## src/rtl/core/assert_macros.svh

```systemverilog
// assertion helpers included by integer_domain_bitset_store
`ifndef ASSERT_MACROS_SVH
`define ASSERT_MACROS_SVH

`ifndef SYNTHESIS
// clocked check, quiet while reset is held
`define IBS_ASSERT(lbl, prop, msg) \
  lbl: assert property (@(posedge clk) disable iff (!rst_n) prop) else $error(msg);
// clocked check that also holds during reset
`define IBS_ASSERT_ALWAYS(lbl, prop, msg) \
  lbl: assert property (@(posedge clk) prop) else $error(msg);
`else
`define IBS_ASSERT(lbl, prop, msg)
`define IBS_ASSERT_ALWAYS(lbl, prop, msg)
`endif

`endif

```

## src/rtl/core/ibs_pkg.sv

```systemverilog
`timescale 1ns / 1ps
package ibs_pkg;

  // command codes
  localparam logic [2:0] CMD_INIT     = 3'd0;
  localparam logic [2:0] CMD_REMOVE   = 3'd1;
  localparam logic [2:0] CMD_NEXT     = 3'd2;
  localparam logic [2:0] CMD_PREV     = 3'd3;
  localparam logic [2:0] CMD_GAP      = 3'd4;
  localparam logic [2:0] CMD_CONTAINS = 3'd5;

  // error codes
  localparam logic [1:0] ERR_OK       = 2'd0;
  localparam logic [1:0] ERR_INIT     = 2'd1;
  localparam logic [1:0] ERR_SPAN     = 2'd2;
  localparam logic [1:0] ERR_CONTAINS = 2'd3;

  // what the bit scanner does at each position in range
  typedef enum logic [1:0] {
    SC_FIND1_FIRST,
    SC_FIND0_FIRST,
    SC_FIND1_LAST,
    SC_CLEAR
  } scan_op_t;

  // what follows a finished scan
  typedef enum logic [1:0] {
    PO_QUERY,
    PO_CLEAR,
    PO_MIN,
    PO_MAX
  } post_t;

endpackage

```

## src/rtl/core/integer_domain_bitset_store.sv

```systemverilog
`timescale 1ns / 1ps
// channel   | ports                                         | handshake
// ----------+-----------------------------------------------+--------------------------
// command   | in_cmd, in_operand_low, in_operand_high       | start high, busy low
// result    | out_result_value/none/flag, out_set_min/max,  | out_valid, one cycle
//           | out_set_size, out_error_code                  |
// init, out-of-set queries and bounds-only removals give the result strobe after the
// decode state, with busy already low. bitmap searches and removals walk the bitmap
// ram from offset 0 to the end of the range, or to a forward search's first hit, one
// bit per cycle while scanning, waiting to read each word (removals write it back).
// the first hole builds the bitmap, writing every word, before the clear pass.
// rst_n is synchronous; after it the set is {0} in bounds-only mode.
// results are never stalled; busy stays high from accept to the result strobe.
module integer_domain_bitset_store import ibs_pkg::*; #(
  parameter int DOMAIN_BITS = 1024,
  parameter int WORD_BITS   = 64
) (
  input  logic               clk,
  input  logic               rst_n,
  input  logic               start,
  output logic               busy,
  input  logic [2:0]         in_cmd,
  input  logic signed [31:0] in_operand_low,
  input  logic signed [31:0] in_operand_high,
  output logic               out_valid,
  output logic signed [31:0] out_result_value,
  output logic               out_result_none,
  output logic               out_result_flag,
  output logic signed [31:0] out_set_min,
  output logic signed [31:0] out_set_max,
  output logic [31:0]        out_set_size,
  output logic [1:0]         out_error_code
);

`include "assert_macros.svh"

  localparam int NWORDS = (DOMAIN_BITS + WORD_BITS - 1) / WORD_BITS;
  localparam int AW     = (NWORDS > 1) ? $clog2(NWORDS) : 1;
  localparam int OFS_W  = $clog2(DOMAIN_BITS);
  localparam int BIT_W  = $clog2(WORD_BITS);
  localparam int SPAN_W = $clog2(DOMAIN_BITS + 1);
  localparam int CNT_W  = OFS_W + 1;

  typedef enum logic [7:0] {
    S_IDLE = 8'b0000_0001,
    S_DEC  = 8'b0000_0010,
    S_FILL = 8'b0000_0100,
    S_RD   = 8'b0000_1000,
    S_LD   = 8'b0001_0000,
    S_BIT  = 8'b0010_0000,
    S_WB   = 8'b0100_0000,
    S_POST = 8'b1000_0000
  } state_t;

  state_t             state_r;
  logic [2:0]         cmd_r;
  logic signed [31:0] lo_r, hi_r;
  logic signed [31:0] lb_r, ub_r, base_r;
  logic [31:0]        cnt_r;
  logic               bm_r;
  logic [SPAN_W-1:0]  span_r;
  logic signed [31:0] clo_r, chi_r;
  scan_op_t           op_r;
  post_t              post_r;
  logic [OFS_W-1:0]   start_ofs_r, end_ofs_r, ofs_r, fofs_r;
  logic [AW-1:0]      widx_r;
  logic [BIT_W-1:0]   bit_r;
  logic [WORD_BITS-1:0] word_r;
  logic               found_r, done_r;
  logic [CNT_W-1:0]   clr_r;
  logic [31:0]        fill_ofs_r;
  logic signed [31:0] res_value_r;
  logic               res_none_r, res_flag_r, out_valid_r;
  logic [1:0]         err_r;

  // offset of a value from a bitmap base
  function automatic logic [OFS_W-1:0] rel(input logic signed [31:0] v,
                                           input logic signed [31:0] b);
    logic [32:0] d;
    d = {v[31], v} - {b[31], b};
    return d[OFS_W-1:0];
  endfunction

  // decode helpers
  logic signed [32:0] lo33, hi33, lb33, ub33, clo33, chi33;
  logic signed [31:0] clo, chi, lo_p1, lo_m1, gap_x, found_val;
  logic [32:0]        width_u, cut_low, cut_high;
  logic               contig;

  always_comb begin
    lo33     = {lo_r[31], lo_r};
    hi33     = {hi_r[31], hi_r};
    lb33     = {lb_r[31], lb_r};
    ub33     = {ub_r[31], ub_r};
    clo      = (lo_r < lb_r) ? lb_r : lo_r;
    chi      = (hi_r > ub_r) ? ub_r : hi_r;
    clo33    = {clo[31], clo};
    chi33    = {chi[31], chi};
    lo_p1    = lo_r + 32'sd1;
    lo_m1    = lo_r - 32'sd1;
    gap_x    = (lo_r < lb_r) ? (lb_r + 32'sd1) : lo_p1;
    width_u  = ub33 - lb33 + 33'sd1;
    cut_low  = chi33 + 33'sd1 - lb33;
    cut_high = ub33 - clo33 + 33'sd1;
    contig   = (width_u == {1'b0, cnt_r});
    found_val = base_r + $signed({{(32-OFS_W){1'b0}}, fofs_r});
  end

  // bitmap word ram
  logic                 ram_we;
  logic [WORD_BITS-1:0] ram_wdata, ram_rdata, fill_mask;

  always_comb begin
    for (int b = 0; b < WORD_BITS; b++) begin
      fill_mask[b] = (fill_ofs_r + 32'(b)) < 32'(span_r);
    end
  end

  assign ram_we    = (state_r == S_FILL) || (state_r == S_WB);
  assign ram_wdata = (state_r == S_FILL) ? fill_mask : word_r;

  ibs_ram #(
    .WIDTH (WORD_BITS),
    .DEPTH (NWORDS)
  ) u_ram (
    .clk   (clk),
    .we    (ram_we),
    .addr  (widx_r),
    .wdata (ram_wdata),
    .rdata (ram_rdata)
  );

  // bit scanner view of the current position
  logic cur_bit, in_rng, at_end, word_end, hit1, hit0;

  always_comb begin
    cur_bit  = word_r[bit_r];
    in_rng   = ofs_r >= start_ofs_r;
    at_end   = ofs_r == end_ofs_r;
    word_end = bit_r == BIT_W'(WORD_BITS - 1);
    hit1     = in_rng && cur_bit;
    hit0     = in_rng && !cur_bit;
  end

  // sequencer
  always_ff @(posedge clk) begin
    if (!rst_n) begin
      state_r     <= S_IDLE;
      out_valid_r <= 1'b0;
      lb_r        <= '0;
      ub_r        <= '0;
      cnt_r       <= 32'd1;
      bm_r        <= 1'b0;
      base_r      <= '0;
      span_r      <= '0;
    end else begin
      out_valid_r <= 1'b0;
      unique case (state_r)
        S_IDLE: begin
          if (start) begin
            cmd_r   <= in_cmd;
            lo_r    <= in_operand_low;
            hi_r    <= in_operand_high;
            state_r <= S_DEC;
          end
        end

        S_DEC: begin
          res_value_r <= '0;
          res_none_r  <= 1'b0;
          res_flag_r  <= 1'b0;
          err_r       <= ERR_OK;
          ofs_r       <= '0;
          widx_r      <= '0;
          found_r     <= 1'b0;
          clr_r       <= '0;
          done_r      <= 1'b0;
          fill_ofs_r  <= '0;
          out_valid_r <= 1'b1;
          state_r     <= S_IDLE;
          unique case (cmd_r)
            CMD_INIT: begin
              if ((lo_r > hi_r) || (lo_r == 32'sh8000_0000) ||
                  (hi_r == 32'sh7fff_ffff)) begin
                err_r <= ERR_INIT;
              end else begin
                lb_r   <= lo_r;
                ub_r   <= hi_r;
                cnt_r  <= 32'(hi33 - lo33 + 33'sd1);
                bm_r   <= 1'b0;
                base_r <= lo_r;
                span_r <= '0;
              end
            end
            CMD_REMOVE: begin
              clo_r  <= clo;
              chi_r  <= chi;
              op_r   <= SC_CLEAR;
              post_r <= PO_CLEAR;
              if (lo_r > hi_r) begin
                res_flag_r <= 1'b1;
              end else if ((lo_r <= lb_r) && (ub_r <= hi_r)) begin
                res_flag_r <= 1'b0;
              end else if ((hi_r < lb_r) || (ub_r < lo_r)) begin
                res_flag_r <= 1'b1;
              end else if (bm_r) begin
                start_ofs_r <= rel(clo, base_r);
                end_ofs_r   <= rel(chi, base_r);
                out_valid_r <= 1'b0;
                state_r     <= S_RD;
              end else if (clo == lb_r) begin
                cnt_r      <= cnt_r - cut_low[31:0];
                lb_r       <= chi + 32'sd1;
                res_flag_r <= 1'b1;
              end else if (ub_r <= chi) begin
                cnt_r      <= cnt_r - cut_high[31:0];
                ub_r       <= clo - 32'sd1;
                res_flag_r <= 1'b1;
              end else if (width_u > 33'(DOMAIN_BITS)) begin
                err_r <= ERR_SPAN;
              end else begin
                // first hole: build the bitmap at the current minimum
                bm_r        <= 1'b1;
                base_r      <= lb_r;
                span_r      <= width_u[SPAN_W-1:0];
                start_ofs_r <= rel(clo, lb_r);
                end_ofs_r   <= rel(chi, lb_r);
                out_valid_r <= 1'b0;
                state_r     <= S_FILL;
              end
            end
            CMD_NEXT: begin
              op_r   <= SC_FIND1_FIRST;
              post_r <= PO_QUERY;
              if (lo_r >= ub_r) begin
                res_none_r <= 1'b1;
              end else if (lo_r < lb_r) begin
                res_value_r <= lb_r;
              end else if (!bm_r || contig) begin
                res_value_r <= lo_p1;
              end else begin
                start_ofs_r <= rel(lo_p1, base_r);
                end_ofs_r   <= rel(ub_r, base_r);
                out_valid_r <= 1'b0;
                state_r     <= S_RD;
              end
            end
            CMD_PREV: begin
              op_r   <= SC_FIND1_LAST;
              post_r <= PO_QUERY;
              if (lo_r <= lb_r) begin
                res_none_r <= 1'b1;
              end else if (lo_r > ub_r) begin
                res_value_r <= ub_r;
              end else if (!bm_r || contig) begin
                res_value_r <= lo_m1;
              end else begin
                start_ofs_r <= rel(lb_r, base_r);
                end_ofs_r   <= rel(lo_m1, base_r);
                out_valid_r <= 1'b0;
                state_r     <= S_RD;
              end
            end
            CMD_GAP: begin
              op_r   <= SC_FIND0_FIRST;
              post_r <= PO_QUERY;
              if ((lo33 >= ub33 - 33'sd1) || !bm_r || contig) begin
                res_none_r <= 1'b1;
              end else begin
                start_ofs_r <= rel(gap_x, base_r);
                end_ofs_r   <= rel(ub_r, base_r);
                out_valid_r <= 1'b0;
                state_r     <= S_RD;
              end
            end
            CMD_CONTAINS: begin
              op_r   <= SC_FIND0_FIRST;
              post_r <= PO_QUERY;
              if (lo_r > hi_r) begin
                err_r <= ERR_CONTAINS;
              end else if ((lo_r >= lb_r) && (hi_r <= ub_r)) begin
                res_flag_r <= 1'b1;
                if (bm_r && !contig) begin
                  start_ofs_r <= rel(lo_r, base_r);
                  end_ofs_r   <= rel(hi_r, base_r);
                  out_valid_r <= 1'b0;
                  state_r     <= S_RD;
                end
              end
            end
            default: begin
            end
          endcase
        end

        // write the initial all-members pattern, one word a cycle
        S_FILL: begin
          fill_ofs_r <= fill_ofs_r + 32'(WORD_BITS);
          if (widx_r == AW'(NWORDS - 1)) begin
            widx_r  <= '0;
            state_r <= S_RD;
          end else begin
            widx_r <= widx_r + 1'b1;
          end
        end

        S_RD: begin
          state_r <= S_LD;
        end

        S_LD: begin
          word_r  <= ram_rdata;
          bit_r   <= '0;
          state_r <= S_BIT;
        end

        // one bit position per cycle
        S_BIT: begin
          if (((op_r == SC_FIND1_FIRST) && hit1) || ((op_r == SC_FIND0_FIRST) && hit0)) begin
            found_r <= 1'b1;
            fofs_r  <= ofs_r;
            state_r <= S_POST;
          end else begin
            if ((op_r == SC_FIND1_LAST) && hit1) begin
              found_r <= 1'b1;
              fofs_r  <= ofs_r;
            end
            if ((op_r == SC_CLEAR) && hit1) begin
              word_r[bit_r] <= 1'b0;
              clr_r         <= clr_r + 1'b1;
            end
            ofs_r <= ofs_r + 1'b1;
            bit_r <= bit_r + 1'b1;
            if (at_end) begin
              done_r  <= 1'b1;
              state_r <= (op_r == SC_CLEAR) ? S_WB : S_POST;
            end else if (word_end) begin
              if (op_r == SC_CLEAR) begin
                state_r <= S_WB;
              end else begin
                widx_r  <= widx_r + 1'b1;
                state_r <= S_RD;
              end
            end
          end
        end

        // write back a cleared word
        S_WB: begin
          if (done_r) begin
            state_r <= S_POST;
          end else begin
            widx_r  <= widx_r + 1'b1;
            state_r <= S_RD;
          end
        end

        S_POST: begin
          ofs_r       <= '0;
          widx_r      <= '0;
          found_r     <= 1'b0;
          clr_r       <= '0;
          done_r      <= 1'b0;
          out_valid_r <= 1'b1;
          state_r     <= S_IDLE;
          unique case (post_r)
            PO_QUERY: begin
              if (cmd_r == CMD_CONTAINS) begin
                res_flag_r <= !found_r;
              end else if (found_r) begin
                res_value_r <= found_val;
              end else begin
                res_none_r <= 1'b1;
              end
            end
            PO_CLEAR: begin
              cnt_r <= cnt_r - {{(32-CNT_W){1'b0}}, clr_r};
              if (clo_r == lb_r) begin
                // minimum went away: next member above the cut
                op_r        <= SC_FIND1_FIRST;
                post_r      <= PO_MIN;
                start_ofs_r <= rel(chi_r + 32'sd1, base_r);
                end_ofs_r   <= rel(ub_r, base_r);
                out_valid_r <= 1'b0;
                state_r     <= S_RD;
              end else if (chi_r == ub_r) begin
                // maximum went away: last member below the cut
                op_r        <= SC_FIND1_LAST;
                post_r      <= PO_MAX;
                start_ofs_r <= rel(lb_r, base_r);
                end_ofs_r   <= rel(clo_r - 32'sd1, base_r);
                out_valid_r <= 1'b0;
                state_r     <= S_RD;
              end else begin
                res_flag_r <= 1'b1;
              end
            end
            PO_MIN: begin
              lb_r       <= found_val;
              res_flag_r <= 1'b1;
            end
            PO_MAX: begin
              ub_r       <= found_val;
              res_flag_r <= 1'b1;
            end
            default: begin
            end
          endcase
        end

        default: begin
          state_r <= S_IDLE;
        end
      endcase
    end
  end

  // outputs
  assign busy             = (state_r != S_IDLE);
  assign out_valid        = out_valid_r;
  assign out_result_value = res_value_r;
  assign out_result_none  = res_none_r;
  assign out_result_flag  = res_flag_r;
  assign out_set_min      = lb_r;
  assign out_set_max      = ub_r;
  assign out_set_size     = cnt_r;
  assign out_error_code   = err_r;

  // checks
  `IBS_ASSERT(a_accept_busy, (start && !busy) |=> busy, "accepted transaction did not raise busy")
  `IBS_ASSERT(a_strobe_single, out_valid |=> !out_valid, "result strobe longer than one cycle")
  `IBS_ASSERT(a_strobe_idle, out_valid |-> !busy, "result strobe while still busy")
  `IBS_ASSERT(a_bounds_order, out_valid |-> (lb_r <= ub_r), "set minimum above maximum")
  `IBS_ASSERT(a_size_span, (out_valid && bm_r) |-> (cnt_r <= 32'(span_r)), "size exceeds bitmap span")

endmodule

```

## src/rtl/core/ibs_ram.sv

```systemverilog
`timescale 1ns / 1ps
module ibs_ram #(
  parameter int WIDTH  = 64,
  parameter int DEPTH  = 16,
  parameter int ADDR_W = (DEPTH > 1) ? $clog2(DEPTH) : 1
) (
  input  logic              clk,
  input  logic              we,
  input  logic [ADDR_W-1:0] addr,
  input  logic [WIDTH-1:0]  wdata,
  output logic [WIDTH-1:0]  rdata
);

  logic [WIDTH-1:0] mem [DEPTH];

  // single port, registered read
  always_ff @(posedge clk) begin
    if (we) begin
      mem[addr] <= wdata;
    end
    rdata <= mem[addr];
  end

endmodule

```

## config.mk

```make
export PLATFORM = sky130hd
export DESIGN_NAME = integer_domain_bitset_store
export DESIGN_NICKNAME = d
export VERILOG_FILES = /design/src/rtl/core/ibs_pkg.sv /design/src/rtl/core/integer_domain_bitset_store.sv /design/src/rtl/core/ibs_ram.sv
export VERILOG_INCLUDE_DIRS = /design/src /design/src/rtl/core
export SDC_FILE = /design/constraint.sdc
export NUM_CORES = 2
export LEC_CHECK = 0
export ABC_CLOCK_PERIOD_IN_PS = 7070
export BUFFER_PORTS_ARGS = -buffer_cell sky130_fd_sc_hd__buf_2
export CAP_MARGIN = 20
export CORE_ASPECT_RATIO = 0.9
export CORE_MARGIN = 2
export CORE_UTILIZATION = 35
export DETAILED_ROUTE_END_ITERATION = 8
export MAX_ROUTING_LAYER = met4
export PLACE_DENSITY = 0.56
export SYNTH_ARGS = -nofsm -noshare
export SYNTH_HDL_FRONTEND = slang
export SYNTH_SLANG_ARGS = --single-unit
```

## constraint.sdc

```tcl
create_clock -name clk -period 7.07 [get_ports clk]
set_input_delay 0.3535 -clock clk [delete_from_list [all_inputs] [get_ports clk]]
set_output_delay 0.3535 -clock clk [all_outputs]
set_load 0.02 [all_outputs]
```

==> impl_metrics.yaml <==
sta:
  fmax_ghz: 0.146
  setup_viol: 0
  finClkSkew_ns: 0.0841
  whs_ns: 0.219
  layout_setup_ws_ns: 0.204
  timing.final.hold_violations: 0
  maxSlewHeadroom_pct: 20.0
  period_needed_ns: 6.87
  worst_pin_slew_ns: 1.20
  drv_slew: 0
  fin_crit_sh_pct: 97.1
job:
  maxCapViolations: 0
final_layout:
  post-route-util_pct: 40.7
  area_delta_synth_final_pct: 15.6
  final_cell_mix: "edfxtp_1, nand2_1, ha_1"
  top_register: "u_ram.mem"
  final_common_cell: "edfxtp_1"
  seq_area_um2: 44700
  layout.nets: 8688
  multiInputGateArea_um2: 41600
  num-fill-cells: 23900
  largestRegisters: "u_ram.mem x1024, u_ram.rdata x64, word_r x64"
  largest_reg_flops: 1024
  design_area_um2: 103000
  layout-drive-gt1-share_pct: 17.1
floorplan:
  initial_core_util_pct: 35.2
  die_area_um2: 259000
  ioPinCount: 204
  num_rows: 175
  die_y_um: 483
  die_w_um: 536
  core-area_um2: 253000
place:
  place_ws_ns: -0.158
  placed_area_um2: 96400
  place.gp.congestion: 1.02
  dpl.hpwl_mm: 258
  port_buffers: 203
drt:
  drt.antenna.violating_nets: 0
  num_vias: 68300
  drc: 0
  via_per_inst: 5.93
  first_pass_iters: 6
  wl_per_cell_um: 30.8
  wl_mm: 354
  drtIter0Drc: 9617
global_route:
  grt_util_all_layers_pct: 27.5
  grt_pass1_vias: 64400
  antenna_found_initial: 18
  grt_overflow: 0
  grt_max_degree: 139
  grt_pass1_wl_mm: 494
synth:
  syn-num-nets: 8199
  ys.flop_type: "edfxtp_1"
  syn_area_um2: 89100
  async_reset_ff_share_pct: 0
  synth_edf_count: 1348
  ys_seq_area_share_pct: 50.2
  synth_warnings: 0
  ys_types: 116
  synth_seq_cells: 1561
  synth.avg_cell_area_um2: 11.9
  syn_inst: 7514
power_and_ir_drop:
  clockPowerShare_pct: 40.3
  p_per_area_nw_per_um2: 224
  p_int_mw: 16.7
  peakVddDrop_uv: 233
  total_power_mw: 23.1
  p_sw_share_pct: 27.4
  combPwrFrac_pct: 16.2
  p_seq_share_pct: 43.5
  p_switching_mw: 6.32
  leakage_nw: 38.0
clocking:
  numCtsBuffers: 177
  cts.clk_slew.worst_paths_ns: 0.06
  cts_tree: "built"
  cts-htree-levels: 4
  clock_latency_ns: 0.89
  cts-root-buf: "clkbuf_16"
  cts_buffer_depth: 4
  clkSinkCount: 1561
outcome:
  outcome: "complete, no violations"
critical_path:
  crit_buf_inv: 5
  critPathMaxStageDelay_ns: 0.50
  cp.required_ns: 7.59
  crit_family: "compound AO/OA/AOI/OAI gates"
  worstSetupPathType: "flip-flop to flip-flop"
  slowest_stage: "edfxtp_1"
  arrival_ns: 7.39
  cp_max_fo: 20
  crit_path_end_kind: "flip-flop"
  critPathLaunchType: "flip-flop"
hold_path:
  min-delay-path-class: "primary input to flip-flop"
stage by stage:
stage / cells / TNS, ns
final: 11500 / 0
after global routing: 11500 / -0.00272
after CTS: 11500 / 0
after detailed placement: 11100 / -0.548
after global placement: 11100 / -0.0764
after floorplan: 7514 / 0
Yosys cell counts (all sizes together) (31+ instances only):
| cell type | number | area [um2] |
|---|---|---|
| a221o | 32 | 320 |
| o21a | 58 | 435 |
| mux4 | 323 | 7270 |
| inv | 390 | 1460 |
| o211ai | 73 | 563 |
| nand3 | 150 | 768 |
| xnor2 | 280 | 2450 |
| o21ai | 453 | 2270 |
| a211oi | 104 | 786 |
| a21o | 160 | 1200 |
| or3 | 70 | 453 |
| o22ai | 31 | 194 |
| nor4 | 79 | 522 |
| ha | 540 | 6760 |
| a21oi | 470 | 2360 |
| mux2i | 66 | 661 |
| nor3 | 147 | 757 |
| buf | 96 | 468 |
| nand2 | 556 | 2090 |
| nor2b | 65 | 407 |
| xor2 | 217 | 1900 |
| dfxtp | 213 | 4260 |
| nand2b | 45 | 282 |
| nand4 | 99 | 653 |
| edfxtp | 1348 | 40500 |
| a31oi | 59 | 375 |
| a221oi | 34 | 328 |
| and3 | 55 | 349 |
| clkbuf | 307 | 1150 |
| nor2 | 476 | 1790 |
| fa | 75 | 1500 |
worst paths after layout:
check | start | slack, ns | cells after the start | end
worst max-delay path | hi_r[17]$_DFFE_PP_ | 0.20 | 25 | start_ofs_r[7]$_DFFE_PP_
worst min-delay path | in_operand_low[19] | 0.22 | 2 | lo_r[19]$_DFFE_PP_
worst max register to register | hi_r[17]$_DFFE_PP_ | 0.20 | 25 | start_ofs_r[7]$_DFFE_PP_
worst min register to register | span_r[10]$_SDFFE_PN0P_ | 0.46 | 2 | span_r[10]$_SDFFE_PN0P_
what timing repair did:
item,in CTS,in global routing
pin swaps,0,3
endpoints found under the setup margin,11,68
setup buffers,0,6
gates cloned,0,1
endpoints found under the hold margin,69,0
hold buffers,69,0
resized for setup,3,10
worst register-to-register path: stages, from the launching register on:
cell,delay [ns]
edfxtp_1,0.50
ha_1,0.37
nand2_1,0.07
or3_4,0.33
or3_4,0.39
and2_1,0.20
o31ai_4,0.42
nor2_4,0.11
buf_4,0.15
buf_4,0.16
o21ai_1,0.44
buf_4,0.21
inv_1,0.09
ha_1,0.34
nand4_1,0.10
nor2_1,0.30
o21ai_0,0.22
nand2_1,0.14
a21oi_1,0.08
a21oi_1,0.46
o211ai_1,0.31
nor4_1,0.25
a21oi_1,0.14
nor4bb_1,0.36
o21ba_2,0.23
buf_12,0.18
routing by layer:
| layer | vias up | track usage [%] | wire length (um) |
|---|---|---|---|
| met3 | 495 | 4.07 | 32600 |
| met1 | 34700 | 40.9 | 162000 |
| li1 | 29400 | - | - |
| met5 | - | - | 0 |
| met2 | 3696 | 38.2 | 147000 |
| met4 | 0 | 8.64 | 13000 |
power by group through the flow:
stage | logic, mW | clock network [mW] | registers, mW
2_1_floorplan | 2.23 | 0 | 10.2
3_3_place_gp | 3.58 | 0 | 10.2
3_5_place_dp | 3.58 | 0 | 10.2
4_1_cts | 3.64 | 9.44 | 10.0
5_1_grt | 4.00 | 9.78 | 10.0
6_report | 3.74 | 9.30 | 10.0
cell families after synthesis:
| kind of cell | after synthesis | share of synthesized area (%) |
|---|---|---|
| xor+xnor | 502 | 5.01 |
| buf+inv | 797 | 3.48 |
| mux | 402 | 9.07 |
| flops | 1561 | 50.2 |
| compound gates | 1742 | 12.6 |
| fa+ha+maj | 615 | 9.27 |
| simple gates | 1895 | 10.4 |
final cells by class:
cell class | instances | share of cell area (%)
clock buffer | 248 | 4.86
clock inverter | 73 | 0.735
sequential | 1561 | 43.4
inverter | 394 | 1.44
antenna | 6 | 0.0146
multi-input combinational | 5157 | 40.4
tap | 3363 | 4.08
timing repair buffer | 712 | 5.07
Note: power is estimated with default switching activity, not from simulation.
